**src/rtl/core/aceenc_pkg.sv**
```systemverilog
// Shared types, character constants and helper functions for the ANSI cell escape encoder.
// No dependencies.
`default_nettype none

package aceenc_pkg;

	localparam int DEF_MAX_LINES  = 256;
	localparam int DEF_ATTR_COUNT = 13;
	localparam int ATTR_W         = 13;

	localparam logic [7:0] CH_ESC   = 8'h1B;
	localparam logic [7:0] CH_LBR   = 8'h5B;
	localparam logic [7:0] CH_SEMI  = 8'h3B;
	localparam logic [7:0] CH_ZERO  = 8'h30;
	localparam logic [7:0] CH_ONE   = 8'h31;
	localparam logic [7:0] CH_TWO   = 8'h32;
	localparam logic [7:0] CH_THREE = 8'h33;
	localparam logic [7:0] CH_FOUR  = 8'h34;
	localparam logic [7:0] CH_FIVE  = 8'h35;
	localparam logic [7:0] CH_EIGHT = 8'h38;
	localparam logic [7:0] CH_H     = 8'h48;
	localparam logic [7:0] CH_M     = 8'h6D;
	localparam logic [7:0] CH_SPACE = 8'h20;

	typedef struct packed {
		logic        cmd;
		logic [7:0]  line_number;
		logic [12:0] attr_flags;
		logic        has_attrs;
		logic        has_color;
		logic [7:0]  fg_red;
		logic [7:0]  fg_green;
		logic [7:0]  fg_blue;
		logic [7:0]  bg_red;
		logic [7:0]  bg_green;
		logic [7:0]  bg_blue;
		logic [31:0] glyph_bytes;
	} cell_item_t;

	typedef struct packed {
		logic [31:0] out_word;
		logic [2:0]  byte_count;
		logic        last_of_run;
	} word_item_t;

	// decimal string, first character in ch[0], unused characters zero
	typedef struct packed {
		logic [2:0][7:0] ch;
		logic [1:0]      len;
	} dec_t;

	typedef struct packed {
		logic              cmd;
		dec_t              line;
		logic [ATTR_W-1:0] attrs;
		logic              has_color;
		dec_t [2:0]        fg;
		dec_t [2:0]        bg;
		logic [3:0][7:0]   glyph;
		logic [2:0]        glyph_len;
	} desc_t;

	// up to four bytes, first in bytes[0], unused bytes zero
	typedef struct packed {
		logic [3:0][7:0] bytes;
		logic [2:0]      len;
		logic            last;
	} tok_t;

	// values up to 999; reciprocal multiplies stand in for /100 and /10
	function automatic dec_t dec_str(input logic [9:0] v);
		logic [15:0] hp;
		logic [3:0]  h;
		logic [9:0]  r100;
		logic [6:0]  rem;
		logic [14:0] tp;
		logic [3:0]  t;
		logic [6:0]  o7;
		logic [7:0]  o;
		dec_t        d;
		hp   = 16'(v) * 16'd41;
		h    = hp[15:12];
		r100 = v - 10'(h) * 10'd100;
		rem  = r100[6:0];
		tp   = 15'(rem) * 15'd205;
		t    = tp[14:11];
		o7   = rem - 7'(t) * 7'd10;
		o    = CH_ZERO + 8'(o7);
		d    = '0;
		if (h != 4'd0) begin
			d.ch[0] = CH_ZERO + 8'(h);
			d.ch[1] = CH_ZERO + 8'(t);
			d.ch[2] = o;
			d.len   = 2'd3;
		end else if (t != 4'd0) begin
			d.ch[0] = CH_ZERO + 8'(t);
			d.ch[1] = o;
			d.len   = 2'd2;
		end else begin
			d.ch[0] = o;
			d.len   = 2'd1;
		end
		return d;
	endfunction

	// ";code" for attribute bit k
	function automatic tok_t sgr_tok(input logic [3:0] k);
		tok_t t;
		t          = '0;
		t.bytes[0] = CH_SEMI;
		case (k) inside
			[4'd0:4'd8]: begin
				t.bytes[1] = CH_ONE + 8'(k);
				t.len      = 3'd2;
			end
			4'd9: begin
				t.bytes[1] = CH_TWO;
				t.bytes[2] = CH_ONE;
				t.len      = 3'd3;
			end
			4'd10: begin
				t.bytes[1] = CH_FIVE;
				t.bytes[2] = CH_THREE;
				t.len      = 3'd3;
			end
			4'd11: begin
				t.bytes[1] = CH_FIVE;
				t.bytes[2] = CH_ONE;
				t.len      = 3'd3;
			end
			4'd12: begin
				t.bytes[1] = CH_FIVE;
				t.bytes[2] = CH_TWO;
				t.len      = 3'd3;
			end
			default: begin
				t = '0;
			end
		endcase
		return t;
	endfunction

endpackage

`default_nettype wire

```
**src/rtl/core/aceenc_chan_if.sv**
```systemverilog
// Valid/ready channel carrying one item of any payload type.
// No dependencies.
`default_nettype none

interface aceenc_chan_if #(parameter type payload_t = logic);
	logic     valid;
	logic     ready;
	payload_t payload;

	modport source(output valid, output payload, input ready);
	modport sink(input valid, input payload, output ready);
endinterface

`default_nettype wire

```
**src/rtl/core/aceenc_front.sv**
```systemverilog
// Front stage: accepts cell and line items, converts numbers to decimal and registers a descriptor.
// Depends on aceenc_pkg and aceenc_chan_if.
`default_nettype none

module aceenc_front
	import aceenc_pkg::*;
#(
	parameter int MAX_LINES  = DEF_MAX_LINES,
	parameter int ATTR_COUNT = DEF_ATTR_COUNT
) (
	input  logic           clk,
	input  logic           arst_n,
	aceenc_chan_if.sink    cell_in,
	aceenc_chan_if.source  desc_out
);

	localparam logic [9:0]        LINE_TOP  = 10'(MAX_LINES - 1);
	localparam logic [ATTR_W-1:0] ATTR_MASK = ATTR_W'((1 << ATTR_COUNT) - 1);

	cell_item_t item;
	desc_t      desc_d;
	desc_t      desc_s1;
	logic       valid_s1;
	logic [9:0] line_c;
	logic       alive;

	assign item = cell_in.payload;

	always_comb begin
		desc_d = '0;
		alive  = 1'b1;
		line_c = ({2'b00, item.line_number} > LINE_TOP) ? LINE_TOP : {2'b00, item.line_number};
		desc_d.cmd       = item.cmd;
		desc_d.line      = dec_str(line_c + 10'd1);
		desc_d.attrs     = item.has_attrs ? (item.attr_flags & ATTR_MASK) : '0;
		desc_d.has_color = item.has_color;
		desc_d.fg[0]     = dec_str({2'b00, item.fg_red});
		desc_d.fg[1]     = dec_str({2'b00, item.fg_green});
		desc_d.fg[2]     = dec_str({2'b00, item.fg_blue});
		desc_d.bg[0]     = dec_str({2'b00, item.bg_red});
		desc_d.bg[1]     = dec_str({2'b00, item.bg_green});
		desc_d.bg[2]     = dec_str({2'b00, item.bg_blue});
		if (item.glyph_bytes[7:0] == 8'd0) begin
			desc_d.glyph[0]  = CH_SPACE;
			desc_d.glyph_len = 3'd1;
		end else begin
			for (int i = 0; i < 4; i++) begin
				if (item.glyph_bytes[8*i +: 8] == 8'd0)
					alive = 1'b0;
				if (alive) begin
					desc_d.glyph[i]  = item.glyph_bytes[8*i +: 8];
					desc_d.glyph_len = 3'(i + 1);
				end
			end
		end
	end

	assign cell_in.ready    = !valid_s1 || desc_out.ready;
	assign desc_out.valid   = valid_s1;
	assign desc_out.payload = desc_s1;

	always_ff @(posedge clk or negedge arst_n) begin
		if (!arst_n) begin
			valid_s1 <= 1'b0;
		end else if (cell_in.ready) begin
			valid_s1 <= cell_in.valid;
		end
	end

	always_ff @(posedge clk) begin
		if (cell_in.valid && cell_in.ready) begin
			desc_s1 <= desc_d;
		end
	end

endmodule

`default_nettype wire

```
**src/rtl/core/aceenc_queue.sv**
```systemverilog
// Two-entry descriptor queue between the front and back stages.
// Depends on aceenc_pkg and aceenc_chan_if.
`default_nettype none

module aceenc_queue
	import aceenc_pkg::*;
(
	input  logic           clk,
	input  logic           arst_n,
	aceenc_chan_if.sink    src,
	aceenc_chan_if.source  dst
);

	localparam logic [1:0] DEPTH = 2'd2;

	desc_t      slot_q [2];
	logic [1:0] count_q;
	logic       wr_ptr_q;
	logic       rd_ptr_q;
	logic       push;
	logic       pop;

	assign src.ready   = (count_q != DEPTH);
	assign dst.valid   = (count_q != 2'd0);
	assign dst.payload = slot_q[rd_ptr_q];
	assign push        = src.valid && src.ready;
	assign pop         = dst.valid && dst.ready;

	always_ff @(posedge clk or negedge arst_n) begin
		if (!arst_n) begin
			count_q  <= 2'd0;
			wr_ptr_q <= 1'b0;
			rd_ptr_q <= 1'b0;
		end else begin
			if (push)
				wr_ptr_q <= !wr_ptr_q;
			if (pop)
				rd_ptr_q <= !rd_ptr_q;
			if (push && !pop)
				count_q <= count_q + 2'd1;
			else if (pop && !push)
				count_q <= count_q - 2'd1;
		end
	end

	always_ff @(posedge clk) begin
		if (push) begin
			slot_q[wr_ptr_q] <= src.payload;
		end
	end

endmodule

`default_nettype wire

```
**src/rtl/core/aceenc_back.sv**
```systemverilog
// Back stage: walks a descriptor one token per cycle when not stalled and packs the bytes, up to four to a word.
// Depends on aceenc_pkg and aceenc_chan_if.
`default_nettype none

module aceenc_back
	import aceenc_pkg::*;
(
	input  logic           clk,
	input  logic           arst_n,
	aceenc_chan_if.sink    desc_in,
	aceenc_chan_if.source  word_out
);

	localparam logic [3:0] S_HEAD  = 4'd0;
	localparam logic [3:0] S_LINE  = 4'd1;
	localparam logic [3:0] S_LTAIL = 4'd2;
	localparam logic [3:0] S_ATTR  = 4'd3;
	localparam logic [3:0] S_CSEL  = 4'd4;
	localparam logic [3:0] S_CTWO  = 4'd5;
	localparam logic [3:0] S_CR    = 4'd6;
	localparam logic [3:0] S_CG    = 4'd7;
	localparam logic [3:0] S_CB    = 4'd8;
	localparam logic [3:0] S_M     = 4'd9;
	localparam logic [3:0] S_GLYPH = 4'd10;

	desc_t             d;
	tok_t              tok;
	logic [3:0]        state_q, state_d;
	logic [ATTR_W-1:0] mask_q, mask_d, mask_rest;
	logic              sel_q, sel_d;
	logic [3:0]        low_k;
	dec_t [2:0]        col;
	logic              adv, take;

	logic [2:0][7:0]   res_q, res_d, res_m;
	logic [1:0]        rcnt_q, rcnt_d;
	logic              flush_q, flush_d;
	logic [2:0]        fill;
	logic [6:0][7:0]   comb;
	logic              emit;
	word_item_t        word_d;
	word_item_t        out_q;
	logic              out_v_q;

	assign d = desc_in.payload;

	always_comb begin
		low_k = 4'd0;
		for (int i = ATTR_W - 1; i >= 0; i--) begin
			if (mask_q[i])
				low_k = 4'(i);
		end
	end

	assign mask_rest = mask_q & (mask_q - ATTR_W'(1));
	assign col       = sel_q ? d.bg : d.fg;

	always_comb begin
		tok     = '0;
		state_d = state_q;
		mask_d  = mask_q;
		sel_d   = sel_q;
		case (state_q)
			S_HEAD: begin
				tok.bytes[0] = CH_ESC;
				tok.bytes[1] = CH_LBR;
				sel_d        = 1'b0;
				mask_d       = d.attrs;
				if (!d.cmd) begin
					tok.len = 3'd2;
					state_d = S_LINE;
				end else begin
					tok.bytes[2] = CH_ZERO;
					tok.len      = 3'd3;
					if (d.attrs != '0)
						state_d = S_ATTR;
					else if (d.has_color)
						state_d = S_CSEL;
					else
						state_d = S_M;
				end
			end
			S_LINE: begin
				tok.bytes = {8'd0, d.line.ch};
				tok.len   = {1'b0, d.line.len};
				state_d   = S_LTAIL;
			end
			S_LTAIL: begin
				tok.bytes = {8'd0, CH_H, CH_ONE, CH_SEMI};
				tok.len   = 3'd3;
				tok.last  = 1'b1;
				state_d   = S_HEAD;
			end
			S_ATTR: begin
				tok    = sgr_tok(low_k);
				mask_d = mask_rest;
				if (mask_rest != '0)
					state_d = S_ATTR;
				else if (d.has_color)
					state_d = S_CSEL;
				else
					state_d = S_M;
			end
			S_CSEL: begin
				tok.bytes = {CH_SEMI, CH_EIGHT, (sel_q ? CH_FOUR : CH_THREE), CH_SEMI};
				tok.len   = 3'd4;
				state_d   = S_CTWO;
			end
			S_CTWO: begin
				tok.bytes = {16'd0, CH_SEMI, CH_TWO};
				tok.len   = 3'd2;
				state_d   = S_CR;
			end
			S_CR: begin
				tok.bytes = {8'd0, col[0].ch};
				tok.len   = {1'b0, col[0].len};
				state_d   = S_CG;
			end
			S_CG: begin
				tok.bytes = {col[1].ch, CH_SEMI};
				tok.len   = {1'b0, col[1].len} + 3'd1;
				state_d   = S_CB;
			end
			S_CB: begin
				tok.bytes = {col[2].ch, CH_SEMI};
				tok.len   = {1'b0, col[2].len} + 3'd1;
				sel_d     = 1'b1;
				state_d   = sel_q ? S_M : S_CSEL;
			end
			S_M: begin
				tok.bytes[0] = CH_M;
				tok.len      = 3'd1;
				state_d      = S_GLYPH;
			end
			S_GLYPH: begin
				tok.bytes = d.glyph;
				tok.len   = d.glyph_len;
				tok.last  = 1'b1;
				state_d   = S_HEAD;
			end
			default: begin
				state_d = S_HEAD;
			end
		endcase
	end

	assign adv           = !out_v_q || word_out.ready;
	assign take          = adv && !flush_q && desc_in.valid;
	assign desc_in.ready = take && tok.last;

	// byte packer: residue of up to three bytes carried between tokens
	always_comb begin
		for (int i = 0; i < 3; i++)
			res_m[i] = (2'(i) < rcnt_q) ? res_q[i] : 8'd0;
		fill    = {1'b0, rcnt_q} + tok.len;
		comb    = {32'd0, res_m} | ({24'd0, tok.bytes} << {rcnt_q, 3'b000});
		emit    = 1'b0;
		word_d  = '0;
		res_d   = res_q;
		rcnt_d  = rcnt_q;
		flush_d = flush_q;
		if (flush_q) begin
			emit               = 1'b1;
			word_d.out_word    = {8'd0, res_m};
			word_d.byte_count  = {1'b0, rcnt_q};
			word_d.last_of_run = 1'b1;
			rcnt_d             = 2'd0;
			flush_d            = 1'b0;
		end else if (desc_in.valid) begin
			if (fill >= 3'd4) begin
				emit               = 1'b1;
				word_d.out_word    = comb[3:0];
				word_d.byte_count  = 3'd4;
				word_d.last_of_run = tok.last && (fill == 3'd4);
				res_d              = comb[6:4];
				rcnt_d             = 2'(fill - 3'd4);
				flush_d            = tok.last && (fill != 3'd4);
			end else if (tok.last) begin
				emit               = 1'b1;
				word_d.out_word    = comb[3:0];
				word_d.byte_count  = fill;
				word_d.last_of_run = 1'b1;
				rcnt_d             = 2'd0;
			end else begin
				res_d  = comb[2:0];
				rcnt_d = fill[1:0];
			end
		end
	end

	assign word_out.valid   = out_v_q;
	assign word_out.payload = out_q;

	always_ff @(posedge clk or negedge arst_n) begin
		if (!arst_n) begin
			state_q <= S_HEAD;
			mask_q  <= '0;
			sel_q   <= 1'b0;
			rcnt_q  <= 2'd0;
			flush_q <= 1'b0;
			out_v_q <= 1'b0;
		end else if (adv) begin
			out_v_q <= emit;
			rcnt_q  <= rcnt_d;
			flush_q <= flush_d;
			if (take) begin
				state_q <= state_d;
				mask_q  <= mask_d;
				sel_q   <= sel_d;
			end
		end
	end

	always_ff @(posedge clk) begin
		if (adv) begin
			res_q <= res_d;
			if (emit)
				out_q <= word_d;
		end
	end

endmodule

`default_nettype wire

```
**src/rtl/core/ansi_cell_escape_encoder_top.sv**
```systemverilog
// Latency: an item passes the front register and the queue before the back stage walks it.
// Throughput: one token per cycle while the output does not stall; a line item takes 3 tokens,
// a cell item 13 + (set attribute bits) tokens with color, 3 + (set attribute bits) without,
// plus a flush step after a last full word with bytes left over. The token walk sets the pace.
// Reset: arst_n clears all valid flags, the queue and the sequencer; no clearing pass.
// Depends on aceenc_pkg, aceenc_chan_if, aceenc_front, aceenc_queue and aceenc_back.
`default_nettype none

module ansi_cell_escape_encoder_top
	import aceenc_pkg::*;
#(
	parameter int MAX_LINES  = DEF_MAX_LINES,
	parameter int ATTR_COUNT = DEF_ATTR_COUNT
) (
	input  logic           clk,
	input  logic           arst_n,
	aceenc_chan_if.sink    cell_in,
	aceenc_chan_if.source  word_out
);

	aceenc_chan_if #(.payload_t(desc_t)) f2q ();
	aceenc_chan_if #(.payload_t(desc_t)) q2b ();

	aceenc_front #(
		.MAX_LINES  (MAX_LINES),
		.ATTR_COUNT (ATTR_COUNT)
	) u_front (
		.clk      (clk),
		.arst_n   (arst_n),
		.cell_in  (cell_in),
		.desc_out (f2q)
	);

	aceenc_queue u_queue (
		.clk    (clk),
		.arst_n (arst_n),
		.src    (f2q),
		.dst    (q2b)
	);

	aceenc_back u_back (
		.clk      (clk),
		.arst_n   (arst_n),
		.desc_in  (q2b),
		.word_out (word_out)
	);

endmodule

`default_nettype wire

```
**src/flat_wrapper.sv**
```systemverilog
// flat-port wrapper written by rule: the top's interface ports become plain ports
module ansi_cell_escape_encoder_top_flat import aceenc_pkg::*;
#(
	parameter int MAX_LINES  = DEF_MAX_LINES,
	parameter int ATTR_COUNT = DEF_ATTR_COUNT
)
  (clk, arst_n, cell_in_valid, cell_in_payload, cell_in_ready, word_out_valid, word_out_payload, word_out_ready);
  aceenc_chan_if #(.payload_t(cell_item_t)) cell_in_i ();
  aceenc_chan_if #(.payload_t(word_item_t)) word_out_i ();
  input  logic clk;
  input  logic arst_n;
  input wire logic [$bits(cell_in_i.valid)-1:0] cell_in_valid;
  input wire logic [$bits(cell_in_i.payload)-1:0] cell_in_payload;
  output wire logic [$bits(cell_in_i.ready)-1:0] cell_in_ready;
  output wire logic [$bits(word_out_i.valid)-1:0] word_out_valid;
  output wire logic [$bits(word_out_i.payload)-1:0] word_out_payload;
  input wire logic [$bits(word_out_i.ready)-1:0] word_out_ready;
  assign cell_in_i.valid = cell_in_valid;
  assign cell_in_i.payload = cell_in_payload;
  assign cell_in_ready = cell_in_i.ready;
  assign word_out_valid = word_out_i.valid;
  assign word_out_payload = word_out_i.payload;
  assign word_out_i.ready = word_out_ready;
  ansi_cell_escape_encoder_top #(.MAX_LINES(MAX_LINES), .ATTR_COUNT(ATTR_COUNT)) u_core (.clk(clk), .arst_n(arst_n), .cell_in(cell_in_i), .word_out(word_out_i));
endmodule
```
**config.mk**
```make
export PLATFORM = sky130hd
export DESIGN_NAME = ansi_cell_escape_encoder_top_flat
export DESIGN_NICKNAME = d
export VERILOG_FILES = /design/src/rtl/core/aceenc_pkg.sv /design/src/rtl/core/aceenc_chan_if.sv /design/src/rtl/core/aceenc_front.sv /design/src/rtl/core/aceenc_queue.sv /design/src/rtl/core/aceenc_back.sv /design/src/rtl/core/ansi_cell_escape_encoder_top.sv /design/src/flat_wrapper.sv
export SDC_FILE = /design/constraint.sdc
export NUM_CORES = 1
export LEC_CHECK = 0
export ABC_AREA = 1
export CAP_MARGIN = 25
export CELL_PAD_IN_SITES_DETAIL_PLACEMENT = 1
export CELL_PAD_IN_SITES_GLOBAL_PLACEMENT = 2
export CORE_MARGIN = 2
export CORE_UTILIZATION = 45
export DETAILED_ROUTE_END_ITERATION = 12
export DONT_BUFFER_PORTS = 1
export PLACE_DENSITY_LB_ADDON = 0.2
export REMOVE_ABC_BUFFERS = 1
export SETUP_SLACK_MARGIN = 0.15
export SLEW_MARGIN = 0
export SYNTH_ARGS = -nofsm -noshare
export SYNTH_HDL_FRONTEND = slang
export SYNTH_SLANG_ARGS = --single-unit
```
**constraint.sdc**
```tcl
create_clock -name clk -period 20.2 [get_ports clk]
set_clock_uncertainty 0.15 [all_clocks]
set_input_delay 4.04 -clock clk [delete_from_list [all_inputs] [get_ports clk]]
set_output_delay 4.04 -clock clk [all_outputs]
set_load 0.02 [all_outputs]
```
==> summary.md <==
| Metric | Value |
|---|---|
| Status | finished clean |
| Post-CTS setup buffers | 0 |
| Worst Setup End Kind | register |
| Crit path time final | 13.07 ns |
| CP max-delay cell | fa_1 |
| Placed inst area | 0.04615 sq mm |
| Io pins | 146 |
| Routability-driven placement congestion ratio | 0.8379 |
| Achievable frequency | 76.52 MHz |
| Initial antenna violation count | 0 |
| Iteration-0 DRC Markers | 2194 |
| GRT Resource Usage Total | 0.2382 |
| Max incr delay on CP | 0.54 ns |
| Die outline height | 319.2 um |
| Post-Route WL | 120300 um |
| Slew @ Worst Pin | 1.065 ns |
| Clock latency on the worst-skew pair | 0.66 ns |
| Post-synthesis average cell area | 10.79 sq um |
| Post-route cell area | 0.04895 sq mm |
| Pre-antenna DRT Iters | 5 |
| Commonest non-fill, non-tap cells in the layout | edfxtp_1 (756), nand2_1 (716), ha_1 (524) |
| Initial Util | 0.4544 |
| Port-buffer cells | 0 |
| Area growth from synthesis to layout | 9.471% |
| Fin crit share | 0.6470 |
| Clk buf depth | 3 |
| Die W | 319.2 um |
| Pin count of the biggest net entering global routing | 154 |
| Hold Vio Cnt, Final | 0 |
| Seq cells post-synth | 783 |
| Commonest non-fill, non-tap cell in the layout | edfxtp_1 |
| Layout Cells excl Fill | 5501 |
| Cts hold-fix bufs | 0 |
| Arrival @ worst endpoint | 13.30 ns |
| Vias in the first global route | 31830 |
| Final net count | 4870 |
| Final Max Slew Viols | 0 |
| Vias | 30160 |
| Number of diodes | 0 |
| Fraction of registers with async set/reset | 0.03448 |
| Worst-path clk slew | 0.06 ns |
| Cell area after synthesis | 0.04472 sq mm |
| Total CTS buffers | 83 |
| Share of cells above drive strength 1 | 0.06265 |
| Core Region | 0.09842 sq mm |
| Die area | 0.1019 sq mm |
| CP required | 20.43 ns |
| CP Max Fanout | 5 |
| Multi-input logic area | 0.01885 sq mm |
| Max Cap Violations | 0 |
| Ys Warns | 0 |
| Via/cell ratio | 5.483 |
| Cells after Synth | 4144 |
| PostCTS Resize Cnt | 0 |
| Overflow after GRT | 0 |
| R2R depth | 15 |
| CTS tree | built |
| Cell mode on critical path | ha_1 |
| CTS Sinks | 783 |
| Critical path class | input port to register |
| Setup TNS | 0 ns |
| Detail Route Antenna Nets | 0 |
| EDFF count, synth | 756 |
| Row cnt | 115 |
| Critical Path Source Type | input port |
| DRC viols | 0 |
| Synth cell types | 68 |
| Hold path depth | 0 |
| Seq/Total Area, Yosys | 0.5228 |
| Drt wl/cell | 21.87 um |
| H-Tree Depth | 3 |
| Relative slew slack | 0.2847 |
| DP Cell Count | 5345 |
| Final setup vio count | 0 |
| Detailed placer's ending HPWL | 87210 um |
| RSZ-0062 raised after global routing | no |
| Sequential cell area | 0.02338 sq mm |
| Hold crit path type | register to register |
| Root Driver | clkbuf_16 |
| Number of fill cells | 10610 |
| First-pass GRT wire length | 187900 um |
| Post-synth top flop | edfxtp_1 |
-- state kept, by name (all words and copies together), names as in the netlist --
signal and cells:
u_core.u_queue.count_q 2, u_core.u_back.mask_q 13, u_core.u_back.res_q 24, u_core.u_front.desc_out.payload 232, u_core.u_front.desc_out.valid 1, u_core.u_back.word_out.payload 36
u_core.u_back.sel_q 1, u_core.u_back.state_q 4, u_core.u_back.word_out.valid 1, u_core.u_queue.slot_q 464, u_core.u_back.rcnt_q 2, u_core.u_queue.wr_ptr_q 1
u_core.u_queue.rd_ptr_q 1, u_core.u_back.flush_q 1
-- worst max-delay path: cells and delay by family --
kind / cells / cell delay, ns
xor gates and xnor gates: 6 / 1.71
buffers and inverters: 8 / 0.50
and+or+nand+nor: 8 / 0.79
AOI/OAI and AO/OA: 8 / 1.09
adders and majority gates: 15 / 5.15
-- worst paths after layout --
| kind | from | to | slack, ns |
|---|---|---|---|
| worst max-delay path | cell_in_payload[58] | u_core.u_front.desc_out.payload[181]$_SDFFCE_PP0P_ | 7.13 |
| worst min-delay path | u_core.u_front.desc_out.payload[190]$_SDFFCE_PN0P_ | u_core.u_queue.slot_q[0][190]$_DFFE_PP_ | 0.28 |
| worst max register to register | u_core.u_queue.rd_ptr_q$_DFFE_PN0P_ | u_core.u_back.word_out.payload[21]$_DFFE_PP_ | 14.80 |
| worst min register to register | u_core.u_front.desc_out.payload[190]$_SDFFCE_PN0P_ | u_core.u_queue.slot_q[0][190]$_DFFE_PP_ | 0.28 |
| max in group asynchronous | arst_n | u_core.u_back.mask_q[0]$_DFFE_PN0P_ | 16.89 |
| min in group asynchronous | arst_n | u_core.u_back.rcnt_q[1]$_DFFE_PN0P_ | 2.93 |
-- synthesized netlist by cell type, drive strengths merged, types with 7 or more instances --
cell type	count	area share
a21o	8	0.0013
nor4	22	0.0031
o2111ai	7	0.0014
or2	22	0.0031
o21ai	265	0.030
fa	92	0.041
clkbuf	93	0.0091
dfrtp	27	0.015
buf	28	0.0032
xnor2	44	0.0091
inv	514	0.043
edfxtp	756	0.51
nand4	26	0.0038
nor2	345	0.030
a21oi	237	0.027
nand3	110	0.014
a31oi	10	0.0014
o22ai	97	0.014
ha	524	0.15
xor2	62	0.013
o21bai	11	0.0018
nor3	15	0.0017
nand2	739	0.064
mux2i	16	0.0036
o211ai	19	0.0033
-- routing by layer --
layer,wire length [um],track usage,share of wire,vias to the layer above
li1,-,-,-,14360
met1,54070,0.3255,0.45,15060
met2,57970,0.4023,0.48,606
met3,5401,0.02908,0.045,134
met4,2845,0.06132,0.024,0
met5,0,0,0,-
-- cells by family after synthesis --
logic type / share of synthesized area
compound gates: 0.08699
simple gates: 0.1210
buf+inv: 0.05604
mux: 0.003581
flops: 0.5228
fa+ha+maj: 0.1878
xor+xnor: 0.02185
-- final cells by class --
class | count | share of cell area
repair buffers | 38 | 0.008485
clock buffers | 101 | 0.04445
inverters | 519 | 0.04015
clock inverters | 52 | 0.01125
flip-flops and latches | 783 | 0.4776
multi-input cells | 2721 | 0.3851
well taps | 1287 | 0.03289
-- through the flow --
| stage | hold slack, ns | utilization | setup WS [ns] |
|---|---|---|---|
| 6_report | 0.2789 | 0.4974 | 7.131 |
| 5_1_grt | 0.2822 | 0.4974 | 6.273 |
| 4_1_cts | 0.2794 | 0.4966 | 7.014 |
| 3_5_place_dp | 0.2808 | 0.4689 | 6.432 |
| 3_3_place_gp | 0.2715 | 0.4686 | 6.496 |
| 2_1_floorplan | 0.2715 | - | 7.385 |
Power is not shown: default switching activity piles up to over one toggle a cycle in this logic, so the estimate is an artifact.
